`src/assert_macros.svh`:
```
// Assertion macros shared by the linear parameter ramp RTL.
// No dependencies; included by every file that carries assertions.
`ifndef ASSERT_MACROS_SVH
`define ASSERT_MACROS_SVH

// Same-cycle implication, disabled while reset is asserted.
`define LPR_ASSERT_SAME(lbl, clk, rst_n, ante, cons, msg) \
    lbl: assert property (@(posedge clk) disable iff (!rst_n) (ante) |-> (cons)) \
        else $error(msg);

// Next-cycle implication, disabled while reset is asserted.
`define LPR_ASSERT_NEXT(lbl, clk, rst_n, ante, cons, msg) \
    lbl: assert property (@(posedge clk) disable iff (!rst_n) (ante) |=> (cons)) \
        else $error(msg);

`endif

```
`src/lpr_pkg.sv`:
```
// Package for the linear parameter ramp: widths, codes, state and control types.
// No dependencies; used by every other file of the block except assert_macros.svh.
`timescale 1ns / 1ps

package lpr_pkg;

    localparam int VAL_W    = 32;
    localparam int SMP_W    = 24;
    localparam int LEN_W    = 16;
    localparam int MINCH_W  = 24;
    localparam int CFG_D_W  = 24;
    localparam int PROD_W   = VAL_W + SMP_W;
    localparam int MAG_W    = VAL_W + 1;

    localparam int MIN_RAMP_LENGTH_DEF = 1;

    localparam logic [LEN_W-1:0]   RAMP_LENGTH_RESET = 16'd480;
    localparam logic [MINCH_W-1:0] MIN_CHANGE_RESET  = 24'd16;

    localparam logic [VAL_W-1:0] VAL_MAX = 32'h7FFF_FFFF;
    localparam logic [VAL_W-1:0] VAL_MIN = 32'h8000_0000;

    typedef enum logic [1:0] {
        OP_SET  = 2'd0,
        OP_ADD  = 2'd1,
        OP_MUL  = 2'd2,
        OP_EMIT = 2'd3
    } t_opcode;

    typedef enum logic {
        REG_RAMP_LENGTH = 1'b0,
        REG_MIN_CHANGE  = 1'b1
    } t_cfg_index;

    typedef enum logic [2:0] {
        S_IDLE,
        S_CHECK,
        S_DIV,
        S_UPDATE,
        S_ADVANCE,
        S_CALC,
        S_FINISH
    } t_state;

    typedef struct packed {
        logic load;
        logic check;
        logic div_start;
        logic update;
        logic advance;
        logic calc;
        logic finish;
    } t_cmd;

    typedef struct packed {
        logic big_change;
        logic div_done;
        logic out_free;
    } t_status;

endpackage

```
`src/lpr_ctrl.sv`:
```
// Controller state machine of the linear parameter ramp.
// Depends on lpr_pkg for the state, command and status types, and assert_macros.svh.
`timescale 1ns / 1ps
`include "assert_macros.svh"

module lpr_ctrl
    import lpr_pkg::*;
(
    input  logic    i_clk,
    input  logic    i_rst_n,
    input  logic    i_in_valid,
    input  t_opcode i_opcode,
    input  t_status i_status,
    output logic    o_in_ready,
    output t_cmd    o_cmd
);
    t_state r_state, n_state;

    always_comb begin
        n_state = r_state;
        case (r_state)
            S_IDLE: begin
                if (i_in_valid) begin
                    n_state = (i_opcode == OP_SET) ? S_CHECK : S_ADVANCE;
                end
            end
            S_CHECK:   n_state = i_status.big_change ? S_DIV : S_UPDATE;
            S_DIV: begin
                if (i_status.div_done) begin
                    n_state = S_UPDATE;
                end
            end
            S_UPDATE:  n_state = S_IDLE;
            S_ADVANCE: n_state = S_CALC;
            S_CALC:    n_state = S_FINISH;
            S_FINISH: begin
                if (i_status.out_free) begin
                    n_state = S_IDLE;
                end
            end
            default:   n_state = S_IDLE;
        endcase
    end

    always_comb begin
        o_cmd      = '0;
        o_in_ready = 1'b0;
        case (r_state)
            S_IDLE: begin
                o_in_ready = 1'b1;
                o_cmd.load = i_in_valid;
            end
            S_CHECK: begin
                o_cmd.check     = 1'b1;
                o_cmd.div_start = i_status.big_change;
            end
            S_UPDATE:  o_cmd.update  = 1'b1;
            S_ADVANCE: o_cmd.advance = 1'b1;
            S_CALC:    o_cmd.calc    = 1'b1;
            S_FINISH:  o_cmd.finish  = i_status.out_free;
            default:   o_cmd = '0;
        endcase
    end

    always_ff @(posedge i_clk) begin
        if (!i_rst_n) begin
            r_state <= S_IDLE;
        end else begin
            r_state <= n_state;
        end
    end

    `LPR_ASSERT_NEXT(a_sample_goes_advance, i_clk, i_rst_n,
        r_state == S_IDLE && i_in_valid && i_opcode != OP_SET,
        r_state == S_ADVANCE, "accepted sample transaction did not start advancing")
    `LPR_ASSERT_SAME(a_div_done_in_div, i_clk, i_rst_n, i_status.div_done,
        r_state == S_DIV, "divider finished outside the divide state")
endmodule

```
`config.mk`:
```
export PLATFORM = sky130hd
export DESIGN_NAME = lpr_ctrl
export DESIGN_NICKNAME = d
export VERILOG_FILES = /design/src/lpr_pkg.sv /design/src/lpr_ctrl.sv
export VERILOG_INCLUDE_DIRS = /design/src /design/src/src
export SDC_FILE = /design/constraint.sdc
export NUM_CORES = 1
export LEC_CHECK = 0
export ABC_AREA = 1
export BUFFER_PORTS_ARGS = -buffer_cell sky130_fd_sc_hd__buf_2
export CAP_MARGIN = 20
export CORE_AREA = 5 5 42 44
export DETAILED_ROUTE_END_ITERATION = 8
export DIE_AREA = 0 0 47 49
export SYNTH_ARGS = -nofsm -noshare
export SYNTH_HDL_FRONTEND = slang
export SYNTH_SLANG_ARGS = --single-unit
```
`constraint.sdc`:
```
create_clock -name i_clk -period 1.82 [get_ports i_clk]
set_clock_uncertainty 0.2 [all_clocks]
set_input_delay 0.182 -clock i_clk [delete_from_list [all_inputs] [get_ports i_clk]]
set_output_delay 0.182 -clock i_clk [all_outputs]
set_load 0.01 [all_outputs]
```
==> metrics.md, run 1 <==
| Metric | Value |
|---|---|
| Status | `finished, final reports clean` |
| Synthesis-stage register bit count | `3` |
| Min Tclk post-route | `around 1.6 ns` |
| Power Density | `1730 mW/mm2` |
| Largest net degree at the start of global routing | `9` |
| Worst stage delay on the critical path | `0.45 ns` |
| Clk Latency, worst-skew pair | `0.23 ns` |
| Mapped Area | `about 280 um2` |
| Via count | `350` |
| Crit path cell chain | `clkinv_2, nor4_1, buf_2` |
| Final Core Density | `~28%` |
| Vias in the first global route | `309` |
| DR pass1 iterations | `2` |
| Antenna violations before repair | `0` |
| Final non-filler cell area | `399 um2` |
| Num ports | `16` |
| Top Registers | `r_state (3)` |
| Overall global routing resource usage | `7.25%` |
| CP arrival | `approximately 1.3 ns` |
| Post-detail-place hpwl | `607 um` |
| Clk Tree Root Cell | `clkbuf_4` |
| Gpl congestion | `~0.75` |
| Worst-Margin Slew | `0.283 ns` |
| Final wirelength | `677 um` |
| Sinks on the clock net | `3` |
| Yosys Warn Count | `0` |
| Cts bufs inserted | `3` |
| Clock Path Buffers | `2` |
| Post-route ant nets | `0` |
| Max reg flops | `3` |
| Via density | `4.07` |
| Fmax | `between 600 and 700 MHz` |
| IO buf count | `15` |
| Layout cells sized above 1 | `35.7%` |
| Post-synthesis sequential area ratio | `21.5%` |
| Diodes inserted | `0` |
| Worst Setup Path Type | `reg2out` |
| First-pass GRT wire length | `1190 um` |
| Layout area overhead | `43.0%` |
| CTS tree | `yes` |
| Die Y | `49 um` |
| Slew Viols, Final | `0` |
| Number of distinct library cells after synthesis | `16` |
| Largest Register | `r_state` |
| 1st-iter DRT viols | `1` |
| Syn Inst Count | `51` |
| Routed wire per std cell | `approximately 7.9 um` |
| CTS clock-pin slew for the worst setup and hold paths | `0.03 ns` |
| Worst EP required | `1.44 ns` |
| Final Cycle Share | `89.9%` |
| H-tree levels | `1` |
| Hold WC Path Type | `in2reg` |
| Max VDD drop | `0.483 mV` |
| Final setup violation count | `0` |
| TNS Setup | `0 ns` |
| Startpoint Class | `flip-flop` |
| Die ar. | `between 0.002 and 0.0025 mm2` |
| Syn_nets | `59` |
| Effective utilization at floorplan | `19.9%` |
| Crit-path max FO | `8` |
| P_leak | `about 0.26 nW` |
| Final Hold Fails | `0` |
| Placed Area | `363 um2` |
| # Max-Cap Violations | `0` |
| Reg-to-reg slack, setup | `0.52 ns` |
| Die width | `47 um` |
| Hold Crit Depth | `5` |
| Setup crit end kind | `output pin` |
| FP Rows | `14` |
| Total congestion overflow | `0` |
| Cts repair resizes | `0` |
| DRC viols | `0` |
| CP max stage cell | `dfxtp_1` |
| Rel. slew slack | `81.1%` |
| Reg2Reg Depth | `7` |
| Final #Nets | `79` |
| RSZ-0062 raised after global routing | `false` |
| Syn_area_per_cell | `5.47 um2` |
| CORE AREA | `between 0.001 and 0.0015 mm2` |
[stage by stage]
step	setup slack [ns]	power [mW]	hold WS, ns	instances
floorplan	0.505	0.484	0.0796	51
global placement	0.465	0.585	0.201	81
detailed placement	0.420	0.586	0.208	81
CTS	0.164	0.711	0.118	86
global route	0.0560	0.780	0.163	86
finish	0.183	0.691	0.123	86
[synth_stat cells]
master | number | share of area [%]
nand2_1 | 12 | 16
nand2_2 | 1 | 2.2
nor2_1 | 7 | 9.4
nand3_1 | 2 | 3.6
dfxtp_1 | 3 | 22
nor3_1 | 3 | 5.4
nor4_1 | 1 | 2.2
inv_1 | 12 | 16
buf_6 | 1 | 4.0
a21oi_1 | 1 | 1.8
nand4_1 | 1 | 2.2
clkinv_2 | 1 | 1.8
inv_2 | 1 | 1.3
nand3_2 | 1 | 3.6
o21ai_1 | 1 | 1.8
nor2_2 | 3 | 6.7
[path summary, 6_finish.rpt]
check / startpoint / endpoint
min: i_in_valid / r_state[1]
min reg2reg: r_state[1] / r_state[1]
max: r_state[1] / o_cmd[0]
max reg2reg: r_state[1] / r_state[0]
[cell families after synthesis]
| logic type | after synthesis | synth area share, % |
|---|---|---|
| simple gates | 31 | 51.6 |
| buf+inv | 15 | 23.3 |
| flops | 3 | 21.5 |
| compound gates | 2 | 3.58 |
[area by class of cell]
| cell class | instances | area (um2) |
|---|---|---|
| Clock buffer | 4 | 26.3 |
| Fill cell | 175 | 1000 |
| Inverter | 14 | 53.8 |
| Multi-Input combinational cell | 33 | 154 |
| Sequential cell | 3 | 60.1 |
| Tap cell | 16 | 20.0 |
| Timing Repair Buffer | 16 | 85.1 |
[power by group]
part           total, mW  switching (mW)  internal, mW
registers          0.164          0.0640         0.100
clock network      0.114          0.0322        0.0820
logic              0.412           0.250         0.162
[what timing repair did]
item                       in CTS  in global routing
hold buffers                    1                  0
setup endpoints to repair       0                  0
setup buffers                   0                  0
hold endpoints to repair        3                  0
[cell usage in the layout, fill, tap and decap left out]
cell / n
nand3_1: 2
nand4_1: 1
nor2_2: 3
inv_1: 12
o21ai_1: 1
nor4_1: 1
nand3_2: 1
dfxtp_1: 3
clkinv_2: 1
clkbuf_1: 1
nand2_1: 12
clkbuf_4: 3
inv_2: 1
nor2_1: 7
nand2_2: 1
buf_2: 15
dlygate4sd3_1: 1
a21oi_1: 1
nor3_1: 3
[routing by layer]
| metal | GRT usage (%) | part of all wire (%) | vias up |
|---|---|---|---|
| met3 | 4.43 | 8.6 | 0 |
| met5 | 0 | 0 | - |
| met1 | 8.33 | 41 | 152 |
| met2 | 9.95 | 50 | 7 |
| met4 | 4.15 | 0 | 0 |
| li1 | - | - | 191 |
[critical path: cells and delay by family, from the launching register on]
kind	cells	cell delay, ns
simple gates	1	0.25
flops	1	0.45
buf+inv	2	0.33
No activity file was read; power rests on OpenSTA's default activity.
==> run 2: changes to the inputs <==
--- a/config.mk
+++ b/config.mk
@@ -13,4 +13,5 @@
 export DETAILED_ROUTE_END_ITERATION = 8
 export DIE_AREA = 0 0 47 49
+export PLACE_DENSITY = 0.48
 export SYNTH_ARGS = -nofsm -noshare
 export SYNTH_HDL_FRONTEND = slang
==> constraint.sdc (replaced) <==
create_clock -name i_clk -period 1.82 [get_ports i_clk]
set_clock_uncertainty 0.2 [all_clocks]
set_input_delay 0.364 -clock i_clk [delete_from_list [all_inputs] [get_ports i_clk]]
set_output_delay 0.364 -clock i_clk [all_outputs]
set_load 0.01 [all_outputs]
==> metrics.md, run 2 (synthesized netlist as in run 1, its figures left out) <==
| Metric | Value |
|---|---|
| Status | `finished, final reports clean` |
| Hold WC Path Type | `in2reg` |
| Via density | `between 4 and 5` |
| CORE AREA | `0.00140 mm2` |
| Fmax | `595 MHz` |
| Max reg flops | `3` |
| Clk Latency, worst-skew pair | `between 0.2 and 0.25 ns` |
| Slew Viols, Final | `0` |
| Power Density | `1790 mW/mm2` |
| Gpl congestion | `0.748` |
| Sinks on the clock net | `3` |
| Post-route ant nets | `0` |
| Reg-to-reg slack, setup | `roughly 0.64 ns` |
| Total congestion overflow | `0` |
| Effective utilization at floorplan | `19.9%` |
| Routed wire per std cell | `7.63 um` |
| Setup slack after layout | `0.138 ns` |
| Final Hold Fails | `0` |
| DRC viols | `0` |
| Worst EP required | `1.26 ns` |
| Worst r2r src | `r_state[0]` |
| Diodes inserted | `0` |
| Rel. slew slack | `84.9%` |
| Final setup violation count | `0` |
| Antenna violations before repair | `0` |
| Die width | `47 um` |
| Largest Register | `r_state` |
| RSZ-0062 raised after global routing | `false` |
| DP Worst Slack | `0.329 ns` |
| Cts bufs inserted | `3` |
| Top Registers | `r_state (3)` |
| Clk Tree Root Cell | `clkbuf_4` |
| Setup bufs post-CTS | `0` |
| Reg2Reg Depth | `6` |
| Worst Setup Path Type | `reg2out` |
| Final #Nets | `79` |
| Hold path endpoint | `r_state[2]` |
| DR pass1 iterations | `4` |
| Startpoint Class | `flip-flop` |
| Crit path cell chain | `nand2_2, nor3_1, buf_2` |
| Vias in the first global route | `297` |
| # Max-Cap Violations | `0` |
| Multi-input combinational cell area | `around 160 um2` |
| Final Cycle Share | `92.4%` |
| First-pass GRT wire length | `1180 um` |
| Power, Total | `0.722 mW` |
| Leading cell type in the layout, fill and taps excluded | `buf_2` |
| CTS clock-pin slew for the worst setup and hold paths | `roughly 0.04 ns` |
| Die Y | `49 um` |
| Cts repair resizes | `0` |
| Largest net degree at the start of global routing | `8` |
| Max VDD drop | `0.547 mV` |
| Clock Path Buffers | `2` |
| Crit-path max FO | `5` |
| Min Tclk post-route | `1.68 ns` |
| TNS Setup | `0 ns` |
| Overall global routing resource usage | `7.11%` |
| Final Core Density | `28.7%` |
| Num ports | `16` |
| CP max stage cell | `dfxtp_1` |
| IO buf count | `15` |
| CP arrival | `1.12 ns` |
| Hold Crit Depth | `3` |
| Worst Path Buf+Inv | `1` |
| Via count | `345` |
| Layout cells sized above 1 | `about two fifths` |
| P_leak | `0.266 nW` |
| Fin Hold WS | `0.157 ns` |
| H-tree levels | `1` |
| Setup crit end kind | `output pin` |
| CTS Hold Bufs | `0` |
| Worst-Margin Slew | `0.226 ns` |
| CTS tree | `yes` |
| Top delay family on crit path | `flip-flops` |
| Most frequent cells in the layout | `buf_2 (15), nand2_1 (12), inv_1 (12), nor2_1 (7)` |
| RR Endpoint | `r_state[0]` |
| FP Rows | `14` |
| Worst stage delay on the critical path | `0.43 ns` |
| 1st-iter DRT viols | `2` |
| Sequential cell area | `a little over 60 um2` |
| Die ar. | `roughly 0.0023 mm2` |
| Post-detail-place hpwl | `571 um` |
| Final wirelength | `about 660 um` |
| Filler cell count in the final layout | `174` |
| Min-delay src | `i_rst_n` |
| Layout area overhead | `44.4%` |
run 2: metrics by stage:
step           cell area (um2)  cells
2_1_floorplan              279     51
3_3_place_gp               370     82
3_5_place_dp               370     82
4_1_cts                    397     86
5_1_grt                    403     86
6_report                   403     86
run 2: worst min-delay path, cell delays in order:
cell and delay [ns]:
buf_2 0.10, nand2_1 0.05, inv_1 0.04
run 2: worst max-delay path by stage:
| stage | from | endpoint | slack (ns) | cells past startpoint |
|---|---|---|---|---|
| after floorplan | r_state[2] | o_cmd[0] | 0.32 | 2 |
| after global placement | r_state[2] | o_cmd[6] | 0.33 | 4 |
| after detailed placement | r_state[2] | o_cmd[6] | 0.33 | 4 |
| after CTS | r_state[2] | o_cmd[6] | 0.08 | 4 |
| after global routing | r_state[2] | o_cmd[0] | 0.008 | 3 |
| final | r_state[0] | o_cmd[4] | 0.14 | 3 |
run 2: cell type report:
class                           instances  area share, %
Timing Repair Buffer                   16           20.5
Multi-Input combinational cell         33           39.4
Clock buffer                            4           6.52
Sequential cell                         3           15.2
Tap cell                               16           4.97
Inverter                               14           13.4
run 2: power breakdown:
part | internal (mW) | switching [mW] | leakage [nW]
sequential | 0.103 | 0.0543 | 0.0251
clock | 0.0820 | 0.0325 | 0.0150
combinational | 0.182 | 0.268 | 0.225
total | 0.367 | 0.355 | 0.266
run 2: routing by layer:
| layer | GRT usage (%) | share of wire (%) | up-vias | routed length [um] |
|---|---|---|---|---|
| li1 | - | - | 190 | - |
| met1 | 9.67 | 45 | 143 | 293 |
| met2 | 8.14 | 45 | 12 | 297 |
| met3 | 4.43 | 9.8 | 0 | 64 |
| met4 | 4.15 | 0 | 0 | 0 |
| met5 | 0 | 0 | - | 0 |
